$ cat src/hw/rtl/blp_fifo.sv
// Short queue between the front end and the back end.
module blp_fifo #(
  parameter int unsigned Width = 8,
  parameter int unsigned Depth = 2,
  localparam int unsigned PtrBits = (Depth > 1) ? $clog2(Depth) : 1,
  localparam int unsigned CntBits = $clog2(Depth + 1)
) (
  input  logic             clk_i,
  input  logic             rst_ni,
  input  logic             push_i,
  input  logic [Width-1:0] data_i,
  input  logic             pop_i,
  output logic [Width-1:0] data_o,
  output logic             valid_o,
  output logic             full_o
);

  localparam logic [PtrBits-1:0] LastPtr = PtrBits'(Depth - 1);
  localparam logic [CntBits-1:0] FullCnt = CntBits'(Depth);

  logic [Width-1:0]   mem_q [Depth];
  logic [PtrBits-1:0] wptr_q, rptr_q;
  logic [CntBits-1:0] cnt_q;

  always_ff @(posedge clk_i or negedge rst_ni) begin
    if (!rst_ni) begin
      wptr_q <= '0;
      rptr_q <= '0;
      cnt_q  <= '0;
    end else begin
      if (push_i) begin
        wptr_q <= (wptr_q == LastPtr) ? '0 : wptr_q + 1'b1;
      end
      if (pop_i) begin
        rptr_q <= (rptr_q == LastPtr) ? '0 : rptr_q + 1'b1;
      end
      if (push_i && !pop_i) begin
        cnt_q <= cnt_q + 1'b1;
      end else if (pop_i && !push_i) begin
        cnt_q <= cnt_q - 1'b1;
      end
    end
  end

  always_ff @(posedge clk_i) begin
    if (push_i) begin
      mem_q[wptr_q] <= data_i;
    end
  end

  assign data_o  = mem_q[rptr_q];
  assign valid_o = (cnt_q != '0);
  assign full_o  = (cnt_q == FullCnt);

endmodule

$ cat config.mk
export PLATFORM = sky130hd
export DESIGN_NAME = blp_fifo
export DESIGN_NICKNAME = d
export VERILOG_FILES = /design/src/hw/rtl/blp_fifo.sv
export SDC_FILE = /design/constraint.sdc
export NUM_CORES = 1
export LEC_CHECK = 0
export ABC_AREA = 0
export ABC_CLOCK_PERIOD_IN_PS = 1900
export BUFFER_PORTS_ARGS = -buffer_cell sky130_fd_sc_hd__buf_2
export CAP_MARGIN = 20
export CORE_MARGIN = 2
export CORE_UTILIZATION = 35
export DETAILED_ROUTE_END_ITERATION = 12
export GPL_ROUTABILITY_DRIVEN = 0
export PLACE_DENSITY_LB_ADDON = 0.12
export SYNTH_ARGS = -nofsm -noshare
export SYNTH_HDL_FRONTEND = slang
export SYNTH_SLANG_ARGS = --single-unit
$ cat constraint.sdc
create_clock -name clk_i -period 1.9 [get_ports clk_i]
set_input_delay 0.19 -clock clk_i [delete_from_list [all_inputs] [get_ports clk_i]]
set_output_delay 0.19 -clock clk_i [all_outputs]
set_load 0.005 [all_outputs]
==> flow_summary.yaml <==
synth:
  syn_area_per_cell_um2: 18.9
  syn_inst: 41
  seq_area_frac_synth: 0.751
  postSynthNetCount: 54
  netlist_area_um2: 773
  synth_top_area_cell: "edfxtp_1"
  yosysWarnings: 0
  ys_ff_latch: 20
  synthDistinctLibCells: 13
  synthTopCellsByArea: "edfxtp_1 (62%), dfrtp_1 (13%), mux2_2 (12%)"
  yosysTopAreaCellShare: 0.621
setup_path:
  critPathCaptureType: "output port"
  reg2reg_depth: 2
  cp.required_ps: 1710
  r2r_slack_ps: 690
  worstPathArrival_ps: 1380
  path_class: "register to output port"
  r2r_start: "wptr_q$_DFFE_PN0P_"
  critPathLaunchType: "register"
  r2r-end: "mem_q[0][0]$_DFFE_PP_"
  cp_max_fo: 9
clock_network:
  tritoncts: "built"
  clk_pin_slew_worst_paths_ps: 100
  clock-root-buffer: "clkbuf_4"
  cts.sinks: 20
  cts_resized: 0
  cts_buffer_depth: 2
  h-tree-depth: 1
  numCtsBuffers: 3
  insertion_delay_ps: 290
finish:
  syn2layout_area_growth_pct: 22.3
  nets: 81
  fill_cells: 214
  antenna_cells: 0
  layout-drive-gt1-share: 0.522
  final_util: 0.440
routing:
  vias_per_cell: 4.33
  first_iter_violations: 4
  route.detailed.drc: 0
  wirelength_um: 1090
  via_count: 411
  dr.pass1.iters: 3
  postRouteAntennaNets: 0
  wl_per_cell_um: 11.5
timing:
  final-hold-violation-count: 0
  setup_viol: 0
  maxSlewViolCount: 0
  worst_pin_slew_ps: 391
  setup_tns_ps: 0
  period_share: 0.829
  maxSlewHeadroom: 0.739
  timing.fmax_ghz: 0.635
  period_needed_ps: 1570
  finClkSkew_ps: 1.47
  rsz0062_at_grt: "false"
hold_path:
  hold_path_class: "input pin to register"
  hold_depth: 1
  whs_endpoint: "mem_q[1][3]$_DFFE_PP_"
  hp-start: "data_i[3]"
global_route:
  grt_pass1_wl_um: 1730
  grt_usage: 0.0951
  antenna_found_initial: 0
  grt_max_degree: 12
  grt_pass1_vias: 418
  grt-ovfl-total: 0
power:
  totalPowerFinal_mw: 1.20
  peakVddDrop_v: 0.000549
  power_density_nw_per_um2: 1270
  p_leak_nw: 0.384
placement:
  io_buffer_count: 21
floorplanning:
  core_um2: 2150
  pin_count: 22
  die_h_um: 51
  dieArea_um2: 2600
  row_count: 17
  die_w_um: 51
  initial_core_util: 0.360
run_status:
  outcome: "finished, final reports clean"
run:
  max-cap-violations: 0
## cells in the final DEF, fill, tap and decap left out
master,synthesis,final
nor2b_1,1,1
xor2_1,4,4
dfrtp_1,4,4
nor2_1,1,1
edfxtp_1,16,16
dlygate4sd3_1,0,1
buf_4,0,1
or2_2,1,1
ha_1,1,1
and2_1,1,1
and2b_2,1,1
clkbuf_4,0,3
xnor2_1,1,1
inv_1,1,1
mux2_2,8,8
clkinv_1,0,1
buf_2,0,21
## per-stage QoR
step	cells	hold WS (ps)	instance area (um^2)	setup WS, ps
after floorplan	41	-106	773	738
after global placement	90	0.326	910	646
after detailed placement	90	-0.499	910	631
after CTS	95	73.0	946	284
after global routing	95	70.6	946	251
final	95	82.4	946	326
## worst max-delay path by stage
stage	from	end	cells past startpoint
after floorplan	wptr_q$_DFFE_PN0P_	mem_q[0][0]$_DFFE_PP_	1
after global placement	rptr_q$_DFFE_PN0P_	data_o[1]	2
after detailed placement	rptr_q$_DFFE_PN0P_	data_o[7]	2
after CTS	rptr_q$_DFFE_PN0P_	data_o[7]	2
after global routing	rptr_q$_DFFE_PN0P_	data_o[1]	2
final	rptr_q$_DFFE_PN0P_	data_o[7]	2
## what timing repair did
item	4_1_cts	5_1_grt
setup buffers	0	0
hold endpoints to repair	4	0
hold buffers	1	0
## metal layers
| metal | global-route usage | wire (um) | share of wire |
|---|---|---|---|
| met1 | 0.112 | 485 | 0.44 |
| met2 | 0.149 | 542 | 0.50 |
| met3 | 0.0263 | 55 | 0.050 |
| met4 | 0.0676 | 10 | 0.0091 |
| met5 | 0 | 0 | 0 |
## sequential cells by signal, indices dropped and copies added (netlist names)
name / cells
rptr_q: 1
mem_q: 16
wptr_q: 1
cnt_q: 2
## report_power, final
| group | switching [mW] | internal [mW] |
|---|---|---|
| sequential | 0.0835 | 0.595 |
| clock | 0.117 | 0.0763 |
| combinational | 0.126 | 0.203 |
| total | 0.326 | 0.874 |
## synth_stat cells
cell type and number:
nor2b_1 1, and2_1 1, dfrtp_1 4, xnor2_1 1, and2b_2 1, nor2_1 1, edfxtp_1 16, or2_2 1
ha_1 1, buf_6 1, xor2_1 4, inv_1 1, mux2_2 8
## cell type report
class	count	area, um^2	share of cell area
clock buffers	3	22.5	0.0238
flip-flops and latches	20	581	0.614
inverters	1	3.75	0.00397
clock inverters	1	3.75	0.00397
multi-input cells	19	178	0.188
well taps	28	35.0	0.0370
repair buffers	23	123	0.130
## cells by family after synthesis
| family | share of synthesized area |
|---|---|
| flops | 0.751 |
| mux | 0.117 |
| xor+xnor | 0.0566 |
| simple gates | 0.0405 |
| buf+inv | 0.0194 |
| fa+ha+maj | 0.0162 |
## critical path, stage by stage, from the launching register on
cell and delay, ps:
dfrtp_1 590, mux2_2 380, buf_2 130
No activity file was read; power rests on OpenSTA's default activity.
