`src/hw/rtl/blp_pkg.sv`:
```
// Shared types, constants and helpers of the LSB-first bit packer.
package blp_pkg;

  localparam int unsigned WordBits   = 64;
  localparam int unsigned OffBits    = 6;
  localparam int unsigned CountBits  = 7;
  localparam int unsigned QueueDepth = 2;

  localparam logic [CountBits-1:0] MaxCount = CountBits'(64);

  typedef enum logic {
    REQ_WRITE = 1'b0,
    REQ_READ  = 1'b1
  } req_e;

  typedef struct packed {
    req_e                 req;
    logic                 reject;
    logic [CountBits-1:0] count;
    logic [CountBits-1:0] avail;
    logic [WordBits-1:0]  data;
  } op_t;

  function automatic logic [WordBits-1:0] low_mask(logic [CountBits-1:0] n);
    logic [WordBits-1:0] m;
    if (n >= MaxCount) begin
      m = '1;
    end else begin
      m = ~({WordBits{1'b1}} << n);
    end
    return m;
  endfunction

endpackage

```
`src/hw/rtl/blp_front.sv`:
```
// Front end: keeps both bit positions, checks capacity and classifies each word.
module blp_front import blp_pkg::*; #(
  parameter int unsigned STORE_BYTES = 1024,
  localparam int unsigned PosBits = $clog2(STORE_BYTES * 8 + 1)
) (
  input  logic                 clk_i,
  input  logic                 rst_ni,
  input  logic                 accept_i,
  input  logic                 req_type_i,
  input  logic [CountBits-1:0] bit_count_i,
  input  logic [WordBits-1:0]  write_data_i,
  output op_t                  op_o,
  output logic [PosBits-1:0]   pos_o
);

  localparam logic [PosBits:0] CapBits = (PosBits + 1)'(STORE_BYTES * 8);

  logic [PosBits-1:0] wpos_q, wpos_d, rpos_q, rpos_d;
  logic [PosBits-1:0] pos_sel, gap;
  logic [PosBits:0]   end_pos;
  logic               is_read, reject;
  logic [CountBits-1:0] avail;

  always_comb begin
    is_read = (req_e'(req_type_i) == REQ_READ);
    pos_sel = is_read ? rpos_q : wpos_q;
    end_pos = {1'b0, pos_sel} + (PosBits + 1)'(bit_count_i);
    reject  = (bit_count_i > MaxCount) || (end_pos > CapBits);
    gap     = wpos_q - rpos_q;
    if (wpos_q <= rpos_q) begin
      avail = '0;
    end else if (gap >= PosBits'(bit_count_i)) begin
      avail = bit_count_i;
    end else begin
      avail = gap[CountBits-1:0];
    end

    wpos_d = wpos_q;
    rpos_d = rpos_q;
    if (accept_i && !reject) begin
      if (is_read) begin
        rpos_d = end_pos[PosBits-1:0];
      end else begin
        wpos_d = end_pos[PosBits-1:0];
      end
    end

    op_o.req    = req_e'(req_type_i);
    op_o.reject = reject;
    op_o.count  = bit_count_i;
    op_o.avail  = avail;
    op_o.data   = write_data_i;
    pos_o       = pos_sel;
  end

  always_ff @(posedge clk_i or negedge rst_ni) begin
    if (!rst_ni) begin
      wpos_q <= '0;
      rpos_q <= '0;
    end else begin
      wpos_q <= wpos_d;
      rpos_q <= rpos_d;
    end
  end

endmodule

```
`config.mk`:
```
export PLATFORM = sky130hd
export DESIGN_NAME = blp_front
export DESIGN_NICKNAME = d
export VERILOG_FILES = /design/src/hw/rtl/blp_pkg.sv /design/src/hw/rtl/blp_front.sv
export SDC_FILE = /design/constraint.sdc
export NUM_CORES = 1
export LEC_CHECK = 0
export BUFFER_PORTS_ARGS = -buffer_cell sky130_fd_sc_hd__buf_2
export CAP_MARGIN = 10
export CELL_PAD_IN_SITES_DETAIL_PLACEMENT = 1
export CELL_PAD_IN_SITES_GLOBAL_PLACEMENT = 2
export CORE_ASPECT_RATIO = 1.25
export CORE_MARGIN = 8
export CORE_UTILIZATION = 26
export DETAILED_ROUTE_END_ITERATION = 12
export GPL_ROUTABILITY_DRIVEN = 0
export PLACE_DENSITY_LB_ADDON = 0.1
export SLEW_MARGIN = 10
export SYNTH_ARGS = -nofsm -noshare
export SYNTH_HDL_FRONTEND = slang
export SYNTH_SLANG_ARGS = --single-unit
```
`constraint.sdc`:
```
create_clock -name clk_i -period 3.88 [get_ports clk_i]
set_input_delay 0.194 -clock clk_i [delete_from_list [all_inputs] [get_ports clk_i]]
set_output_delay 0.194 -clock clk_i [all_outputs]
set_load 0.02 [all_outputs]
```
==> results of run 1 <==
==> cells by family after synthesis <==
group / Yosys count / share of synthesized area
AND/OR/NAND/NOR: 88 / 0.129
AO/OA/AOI/OAI: 92 / 0.183
multiplexers: 41 / 0.148
flip-flops: 28 / 0.196
buffers and inverters: 109 / 0.199
XOR/XNOR: 14 / 0.0344
adder cells (fa/ha/maj): 30 / 0.109
==> worst paths after layout <==
kind,slack [ns],endpoint,start,cells past startpoint
setup reg to reg,0.26,rpos_q[11],rpos_q[0],14
max in group asynchronous,2.90,rpos_q[0],rst_ni,2
setup / recovery,-0.06,op_o[64],rpos_q[0],14
hold reg to reg,0.53,wpos_q[0],wpos_q[0],1
hold / removal,0.35,wpos_q[13],accept_i,4
min in group asynchronous,0.51,wpos_q[12],rst_ni,2
==> power by group through the flow <==
stage	Clock [µW]	Sequential, µW	Combinational, µW
floorplan	0	463	1980
global placement	0	497	2640
detailed placement	0	498	2670
CTS	325	489	3160
global route	338	511	3770
finish	316	494	3430
==> stage by stage <==
step | cells | cell area [µm²] | power [µW] | worst slack (ns) | util
after floorplan | 402 | 3570 | 2440 | 0.0143 | -
after global placement | 556 | 3550 | 3140 | -0.0311 | 0.261
after detailed placement | 556 | 3550 | 3170 | -0.0278 | 0.261
after CTS | 579 | 3840 | 3980 | -0.00216 | 0.282
after global routing | 582 | 3960 | 4620 | -0.239 | 0.291
final | 582 | 3960 | 4240 | -0.0598 | 0.291
==> final cells by class <==
cell class / count / area share
well taps: 175 / 0.0553
repair buffers: 81 / 0.139
clock inverters: 1 / 0.00758
inverters: 29 / 0.0275
flip-flops and latches: 28 / 0.177
multi-input cells: 265 / 0.575
clock buffers: 3 / 0.0190
==> state kept, by name, indices dropped and copies added, names as in the netlist <==
signal  count
rpos_q     14
wpos_q     14
==> metal layers <==
metal  vias to the layer above  global-route usage
met5                         -                   0
met4                         0              0.0438
met3                         9              0.0127
met2                        50               0.220
met1                      1386               0.149
li1                       1390                   -
==> layout by cell type (no fill, tap or decap), drive strengths merged, types with 3 or more instances in the layout <==
cell type  instances
nand2b             3
and2               3
xnor2             10
o2111ai            3
nand2             17
nand4b             3
ha                28
nor4               4
mux2i              6
inv               29
a211oi             6
nand4              3
clkbuf             3
xor2               4
a21o              12
mux2              35
o21ai             23
dfrtp             28
o21a               5
a21oi             10
a31oi              4
a21boi             8
buf               80
nor2              19
nand3             18
nor3               8
a2111oi            3
==> worst min-delay path, delay by kind of cell <==
family / cells / cell delay, ns
and+or+nand+nor: 2 / 0.11
buffers and inverters: 1 / 0.11
AOI/OAI and AO/OA: 1 / 0.16
==> repair_timing <==
| item | CTS | global route |
|---|---|---|
| pin swaps | 6 | 23 |
| buffers inserted | 18 | 5 |
| hold endpoints to repair | 12 | 0 |
| endpoints found under the setup margin | 7 | 8 |
| hold buffers | 1 | 0 |
| gates cloned | 0 | 0 |
| gates resized for setup | 11 | 30 |
==> flow_summary_export.csv, run 1 <==
group,metric,value,unit
clock_network,cts_sinks,28,
yosys,synth.most_common_cell,"sky130_fd_sc_hd__buf_4",
routing,dr.pass1.iters,4,
sta,worst_hold_slack,0.352,ns
sta,report.final.setup_viol,7,
routing,wl_met1,4870,µm
worst_setup_path,criticalPathCategory,"reg -> out",
die,die_w,121,µm
sta,tightest_slew,0.718,ns
sta,setup_ws_post_layout,-0.0598,ns
grt,grt_first_pass_wirelength,17400,µm
placement,io_buffer_count,40,
yosys,netlist_top_cells_count,"73 x sky130_fd_sc_hd__buf_4, 29 x sky130_fd_sc_hd__inv_1, 28 x sky130_fd_sc_hd__dfrtp_1, 28 x sky130_fd_sc_hd__ha_1, 20 x sky130_fd_sc_hd__mux2_4",
clock_network,clock_tree_from_tritoncts,"done",
grt,initial_antenna_violation_count,0,
pwr,pwr-share-comb,0.809,
clock_network,cts_max_level,1,
yosys,post_synth_main_area_contributors,"sky130_fd_sc_hd__dfrtp_1 20%, sky130_fd_sc_hd__buf_4 15%, sky130_fd_sc_hd__ha_1 9.8%, sky130_fd_sc_hd__mux2_4 8.4%, sky130_fd_sc_hd__mux2_2 4.4%",
yosys,synthesis.nets,507,
routing,topRoutingLayerUsed,"met4",
cells_and_area,n_antenna_cell,0,
yosys,synth.lib_cells_used.distinct,61,
worst_setup_path,critical_path.max_stage_delay,0.47,ns
hold_path,holdCritPathClass,"in -> reg",
worst_setup_path,cp-start-kind,"flip-flop",
sta,timing.fmax,254,MHz
worst_setup_path,slowest_stage,"sky130_fd_sc_hd__or3_4",
yosys,yosysSeqAreaShare,0.196,
clock_network,cts_made_buffers,3,
yosys,yosys.area.top_type,"sky130_fd_sc_hd__dfrtp_1",
worst_setup_path,critical_path.max_fanout,7,
die,dieArea,17700,µm²
sta,period_share,1.02,
worst_setup_path,crit_family,"compound AO/OA/AOI/OAI gates",
yosys,dominant_synthesized_flop_cell,"sky130_fd_sc_hd__dfrtp_1",
routing,via_count,2835,
sta,timing.slew.headroom,0.521,
grt,globalRouteTotalUtil,0.123,
sta,final_hold_viols,0,
clock_network,clk_pin_slew,0.07,ns
sta,fin_crit,3.94,ns
die,io_pins,169,
grt,grt_remaining_overflow,0,
sta,grt_setup_unrepaired,"yes",
routing,first_iter_violations,108,
pwr,pwr-share-clk,0.074,
yosys,yosys_warnings,0,
sta,fin_worst_skew,0.00431,ns
yosys,proportion_of_register_bits_with_asynchronous_set_or_reset_after_synthesis,1.00,
cells_and_area,areaGrowthSynthToFinish,11.0,%
clock_network,cts_buffer_depth,2,
yosys,synth.ff_latch_count,28,
routing,met2_wirelength,5520,µm
yosys,synth_top_area_frac,0.196,
yosys,post_synthesis_cell_area,3570,µm²
placement,place_hpwl,8860,µm
yosys,syn_area_per_cell,8.87,µm²
run_status,violations,"negative setup slack",
routing,drc,0,
cells_and_area,final_net_count,513,
cells_and_area,multiInputGateArea,2280,µm²
pwr,netSwitchingPower,1980,µW
routing,postRouteAntennaNets,0,
die,dieHeight,147,µm
worst_setup_path,critical_path_required,3.69,ns
cells_and_area,sequential_cell_area,701,µm²
pwr,internal_power,2270,µW
worst_setup_path,cp_cell_sequence,"ha_4 > fa_2 > nand2b_4 > a21oi_4 > a21o_1 > a21oi_2 > xnor2_1 > ha_1 > a2111oi_4 > o2111ai_2 > or3_4 > o211ai_1 > nand2_1 > buf_6",
yosys,post_synth_inst_count,402,
routing,detail_route.vias_per_cell,4.87,
clock_network,clk_tree_root_cell,"sky130_fd_sc_hd__clkbuf_16",
die,initial_core_util,0.262,
grt,largest_net_degree_at_the_start_of_global_routing,29,
pwr,share_seq_of_total_power,0.116,
worst_setup_path,arrival,3.75,ns
cells_and_area,post_route_cells_drive_above_1_share,0.359,
worst_setup_path,worstSetupEndpointType,"output pin",
routing,wirelength,10900,µm
die,coreArea,13600,µm²
pwr,power.density,1070,nW/µm²
cells_and_area,final.fill_count,1596,
run_status,run_status,"finished, violations left",
yosys,synth-edff-count,0,
pwr,p_leak,0.00188,µW
flow_run,drv_cap,0,
pwr,netSwitchingFraction,0.466,
sta,final.setup.tns,-0.282,ns
clock_network,worst_skew_pair.late_latency,0.27,ns
worst_setup_path,worstPathBufferInverterCount,1,
sta,final_max_slew_viol_count,0,
routing,met3WireLength,320,µm
grt,number_of_global_route_vias_before_repair,3120,
pwr,ir_drop,546,µV
routing,post_drt_wl_per_cell,18.7,µm
die,core.rowCount,48,
(Power assumes the default switching activity.)
==> run 2, diff against run 1 <==
Settings changed: RECOVER_POWER from default to 100.
==> run 2 against run 1 <==
Compared with the run above:
- the run still ends with negative setup slack left
- core utilization is essentially flat
- power is essentially flat
- final area is essentially flat
==> flow_summary_export.csv, run 2 (synthesized netlist as in run 1, its figures left out) <==
group,metric,value,unit
cells_and_area,finish.instance_area,3960,µm²
worst_setup_path,critical_path.max_stage_delay,0.47,ns
sta,tightest_slew,0.718,ns
cells_and_area,reg.largest.list,"rpos_q (14), wpos_q (14)",
clock_network,clock_tree_from_tritoncts,"done",
cells_and_area,final.fill_count,1597,
run_status,violations,"negative setup slack",
worst_setup_path,worst_r2r_endpoint,"rpos_q[11]",
grt,number_of_global_route_vias_before_repair,3120,
routing,first_iter_violations,109,
sta,report.final.setup_viol,7,
cells_and_area,post_route_cells_drive_above_1_share,0.351,
routing,drc,0,
grt,grt_first_pass_wirelength,17400,µm
placement,io_buffer_count,40,
die,die_w,121,µm
grt,globalRouteTotalUtil,0.123,
worst_setup_path,critical_path_required,3.69,ns
worst_setup_path,reg2reg_slack,0.26,ns
sta,final_hold_viols,0,
sta,period_share,1.02,
cells_and_area,final_net_count,513,
grt,largest_net_degree_at_the_start_of_global_routing,29,
clock_network,cts_made_buffers,3,
sta,timing.fmax,254,MHz
worst_setup_path,cp-start-kind,"flip-flop",
sta,timing.slew.headroom,0.521,
worst_setup_path,reg2reg_depth,14,
routing,postRouteAntennaNets,0,
pwr,power.density,1070,nW/µm²
clock_network,clk_pin_slew,0.07,ns
die,initial_core_util,0.262,
pwr,p_leak,0.00187,µW
clock_network,cts_max_level,1,
placement,dp_worst_setup_slack,-0.0278,ns
hold_path,holdCritPathClass,"in -> reg",
routing,detail_route.vias_per_cell,4.87,
pwr,ir_drop,546,µV
worst_setup_path,worst_setup_path_endpoint,"op_o[64]",
worst_setup_path,critical_path.max_fanout,7,
die,io_pins,169,
worst_setup_path,worstPathBufferInverterCount,1,
worst_setup_path,worstReg2RegStart,"rpos_q[0]",
flow_run,drv_cap,0,
worst_setup_path,slowest_stage,"sky130_fd_sc_hd__or3_4",
sta,worst_hold_slack,0.352,ns
die,core.rowCount,48,
routing,via_count,2836,
worst_setup_path,worst-path-stages,14,
die,dieArea,17700,µm²
routing,dr.pass1.iters,4,
worst_setup_path,cp_cell_sequence,"ha_4 > fa_2 > nand2b_4 > a21oi_4 > a21o_1 > a21oi_2 > xnor2_1 > ha_1 > a2111oi_4 > o2111ai_2 > or3_4 > o211ai_1 > nand2_1 > buf_6",
sta,fin_crit,3.94,ns
worst_setup_path,criticalPathCategory,"reg -> out",
sta,grt_setup_unrepaired,"yes",
placement,place_hpwl,8860,µm
clock_network,cts_buffer_depth,2,
grt,grt_remaining_overflow,0,
worst_setup_path,crit_family,"compound AO/OA/AOI/OAI gates",
worst_setup_path,worstSetupEndpointType,"output pin",
cells_and_area,n_antenna_cell,0,
cells_and_area,areaGrowthSynthToFinish,10.9,%
die,dieHeight,147,µm
sta,setup_ws_post_layout,-0.0598,ns
sta,fin_worst_skew,0.00431,ns
cells_and_area,multiInputGateArea,2280,µm²
worst_setup_path,worst_setup_path_startpoint,"rpos_q[0]",
die,coreArea,13600,µm²
grt,initial_antenna_violation_count,0,
cells_and_area,sequential_cell_area,701,µm²
clock_network,cts_sinks,28,
routing,post_drt_wl_per_cell,18.7,µm
cells_and_area,commonest_non_fill_non_tap_cell_in_the_layout,"sky130_fd_sc_hd__buf_4",
sta,final_max_slew_viol_count,0,
cells_and_area,final_cell_mix,"41 x sky130_fd_sc_hd__buf_4, 33 x sky130_fd_sc_hd__buf_2, 28 x sky130_fd_sc_hd__inv_1, 28 x sky130_fd_sc_hd__dfrtp_1, 26 x sky130_fd_sc_hd__ha_1",
run_status,run_status,"finished, violations left",
clock_network,clk_tree_root_cell,"sky130_fd_sc_hd__clkbuf_16",
placement,place_area,3550,µm²
clock_network,worst_skew_pair.late_latency,0.27,ns
worst_setup_path,arrival,3.75,ns
routing,wirelength,10900,µm
-- run 2: cell types whose count changed in the layout (fill, tap and decap cells not counted) --
cell                       change
sky130_fd_sc_hd__clkbuf_1      +3
sky130_fd_sc_hd__buf_2         -3
-- run 2: worst min-delay path by stage --
stage	to	from	slack, ns	cells after the start
floorplan	rpos_q[0]	rst_ni	-0.10	0
global placement	wpos_q[12]	rst_ni	0.28	1
detailed placement	wpos_q[12]	rst_ni	0.29	1
CTS	rpos_q[13]	accept_i	0.36	3
global route	op_o[11]	write_data_i[11]	0.39	0
finish	wpos_q[13]	accept_i	0.35	4
-- run 2: tightest hold or removal path: cells and delay by family --
kind | cells | cell delay [ns]
buffers and inverters | 1 | 0.11
and+or+nand+nor | 2 | 0.11
AOI/OAI and AO/OA | 1 | 0.16
-- run 2: final cells by class --
type,count,area share
multi-input cells,265,0.576
flip-flops and latches,28,0.177
repair buffers,81,0.138
well taps,175,0.0553
inverters,29,0.0275
clock buffers,3,0.0190
clock inverters,1,0.00759
-- run 2: what timing repair did --
| action | 4_1_cts | 5_1_grt |
|---|---|---|
| endpoints found under the hold margin | 12 | 0 |
| gates resized for setup | 11 | 30 |
| buffers inserted | 18 | 5 |
| endpoints found under the setup margin | 7 | 8 |
| pin swaps | 6 | 23 |
| hold buffers | 1 | 0 |
-- run 2: power by group --
group	switching, µW	leakage, µW	total (µW)	internal (µW)
logic	1770	0.00147	3430	1670
clock network	110	0.0000511	316	206
registers	98.9	0.000353	494	395
-- run 2: metal layers --
metal | up-vias | GRT usage | part of all wire
met3 | 9 | 0.0127 | 0.029
met2 | 50 | 0.220 | 0.51
met5 | - | 0 | 0
met4 | 0 | 0.0438 | 0.016
met1 | 1387 | 0.149 | 0.45
li1 | 1390 | - | -
-- run 2: stage by stage --
stage	power, µW	instances	setup TNS (ns)	utilization
floorplan	2440	402	0	-
global placement	3140	556	-0.0951	0.261
detailed placement	3170	556	-0.0654	0.261
CTS	3980	579	-0.00243	0.282
global route	4620	582	-1.51	0.290
finish	4240	582	-0.282	0.290
==> run 3, diff against run 2 <==
Settings changed: CORE_ASPECT_RATIO 1.25 to 1.2, CORE_UTILIZATION 26 to 27, CTS_BUF_LIST from default to sky130_fd_sc_hd__clkbuf_8.
==> run 3 against run 2 <==
Compared with the run above:
- the flow finishes with violations (max-capacitance violations, max-slew violations)
- sequential power is 2% higher
- core utilization is 0.64 points higher
- register-to-register slack worse by 0.07 ns
- combinational power barely moved
- clock skew decreased by 0.0020 ns
- final cell count is 2.6% lower
- count of clock-buffer cells in the layout is the same
- die area fell by 3.3%
- maximum frequency rose by 4.7%
- flip-flop and latch count is the same
- largest power group unchanged
==> flow_summary_export.csv, run 3 (synthesized netlist as in run 1, its figures left out) <==
group,metric,value,unit
cells_and_area,final_net_count,506,
worst_setup_path,reg2reg_slack,0.19,ns
die,coreArea,13100,µm²
pwr,power.density,1060,nW/µm²
sta,fin_worst_skew,0.00227,ns
worst_setup_path,critical_path.max_fanout,7,
routing,detail_route.vias_per_cell,4.98,
die,initial_core_util,0.273,
pwr,p_leak,0.00179,µW
pwr,ir_drop,422,µV
worst_setup_path,worst_r2r_endpoint,"wpos_q[3]",
worst_setup_path,cp-start-kind,"flip-flop",
worst_setup_path,worstPathBufferInverterCount,2,
die,dieHeight,142,µm
sta,setup_ws_post_layout,0.116,ns
placement,place_hpwl,8840,µm
worst_setup_path,cp_cell_sequence,"inv_2 > ha_4 > nor2b_4 > o2111ai_2 > nand2_1 > nor2_2 > xnor2_2 > ha_1 > a21o_1 > a2111oi_4 > o2111ai_2 > or3_4 > o211ai_1 > nand2_1 > buf_6",
worst_setup_path,crit_family,"compound AO/OA/AOI/OAI gates",
sta,report.final.setup_viol,0,
cells_and_area,n_antenna_cell,0,
hold_path,worstHoldStart,"accept_i",
grt,globalRouteTotalUtil,0.126,
routing,first_iter_violations,76,
die,core.rowCount,46,
clock_network,clk_tree_root_cell,"sky130_fd_sc_hd__clkbuf_8",
cells_and_area,areaGrowthSynthToFinish,8.66,%
worst_setup_path,critical_path_required,3.69,ns
hold_path,holdPathStages,4,
grt,grt_remaining_overflow,0,
placement,io_buffer_count,40,
routing,dr.pass1.iters,4,
sta,timing.slew.headroom,-0.114,
clock_network,cts_buffer_depth,2,
clock_network,clock_tree_from_tritoncts,"done",
hold_path,holdCritPathClass,"in -> reg",
flow_run,drv_cap,1,
worst_setup_path,reg2reg_depth,16,
routing,post_drt_wl_per_cell,19.2,µm
die,dieArea,17200,µm²
sta,final_hold_viols,0,
cells_and_area,post_route_cells_drive_above_1_share,0.323,
clock_network,worst_skew_pair.late_latency,0.28,ns
sta,timing.fmax,266,MHz
worst_setup_path,critical_path.max_stage_delay,0.44,ns
cells_and_area,post-route-util,0.297,
sta,final_max_slew_viol_count,29,
run_status,violations,"max-capacitance violations, max-slew violations",
worst_setup_path,criticalPathCategory,"reg -> out",
routing,drc,0,
sta,period_share,0.970,
run_status,run_status,"finished, violations left",
cells_and_area,final.fill_count,1521,
cells_and_area,final_cell_mix,"27 x sky130_fd_sc_hd__buf_4, 27 x sky130_fd_sc_hd__dfrtp_1, 26 x sky130_fd_sc_hd__inv_1, 26 x sky130_fd_sc_hd__buf_2, 23 x sky130_fd_sc_hd__ha_1",
routing,postRouteAntennaNets,0,
worst_setup_path,arrival,3.57,ns
clock_network,cts_max_level,1,
sta,fin_crit,3.76,ns
worst_setup_path,worst-path-stages,15,
sta,tightest_slew,1.67,ns
hold_path,hold-path-endpoint,"wpos_q[13]",
placement,dp_worst_setup_slack,-0.0399,ns
routing,wirelength,10900,µm
clock_network,cts_sinks,28,
routing,via_count,2824,
clock_network,clk_pin_slew,0.10,ns
grt,number_of_global_route_vias_before_repair,3023,
grt,largest_net_degree_at_the_start_of_global_routing,29,
grt,grt_first_pass_wirelength,17100,µm
worst_setup_path,worstReg2RegStart,"rpos_q[0]",
grt,initial_antenna_violation_count,0,
clock_network,cts_made_buffers,3,
die,die_w,121,µm
worst_setup_path,slowest_stage,"sky130_fd_sc_hd__dfrtp_2",
die,io_pins,169,
cells_and_area,reg.largest.list,"rpos_q (14), wpos_q (14)",
worst_setup_path,worstSetupEndpointType,"output pin",
-- run 3: cell types whose count changed in the layout (fill, tap and decap cells not counted), moves of 3 or more --
cell                        change
sky130_fd_sc_hd__ha_1           -3
sky130_fd_sc_hd__buf_4         -14
sky130_fd_sc_hd__mux2_2         -6
sky130_fd_sc_hd__clkbuf_16      -3
sky130_fd_sc_hd__clkbuf_1      +12
sky130_fd_sc_hd__clkbuf_8       +3
sky130_fd_sc_hd__buf_2          -7
sky130_fd_sc_hd__mux2_1         +6
-- run 3: cell type report --
cell class	count	area [µm²]	share of cell area
multi-input cells	265	2340	0.604
flip-flops and latches	28	702	0.181
repair buffers	74	473	0.122
well taps	168	210	0.0542
inverters	29	109	0.0281
clock buffers	3	41.3	0.0107
-- run 3: where the power goes --
part / internal, µW / switching [µW] / leakage (µW)
Combinational: 1640 / 1810 / 0.00142
Sequential: 395 / 111 / 0.000352
Clock: 70.2 / 98.5 / 0.0000216
Total: 2110 / 2020 / 0.00179
-- run 3: stage by stage --
step                      hold WS (ns)  power [µW]  setup TNS (ns)  instances  cell area [µm²]
after detailed placement         0.280        3130          -0.106        543             3500
after floorplan                 -0.102        2440               0        402             3570
after global placement           0.276        3130               0        543             3500
after CTS                        0.309        3810         -0.0302        559             3710
final                            0.329        4130               0        567             3880
after global routing             0.334        4490         -0.0637        567             3880
-- run 3: worst min-delay path: cells and delay by family --
kind | cells | cell delay [ns]
AO/OA/AOI/OAI | 1 | 0.16
buffers and inverters | 1 | 0.11
AND/OR/NAND/NOR | 2 | 0.11
-- run 3: repair_timing --
action | 4_1_cts | 5_1_grt
endpoints found under the setup margin | 7 | 8
resized for setup | 26 | 31
endpoints found under the hold margin | 28 | 0
hold buffers | 1 | 0
pin swaps | 14 | 26
setup buffers | 12 | 8
-- run 3: metal layers --
metal | routed length, µm | global-route usage
met4 | 148 | 0.0428
met5 | 0 | 0
met1 | 4860 | 0.156
met2 | 5520 | 0.222
met3 | 371 | 0.0123
-- run 3: worst max path at each step --
stage,endpoint,from
2_1_floorplan,rpos_q[0],req_type_i
3_3_place_gp,op_o[65],rpos_q[0]
3_5_place_dp,op_o[66],rpos_q[0]
4_1_cts,op_o[64],rpos_q[0]
5_1_grt,op_o[64],rpos_q[1]
6_report,op_o[64],rpos_q[1]
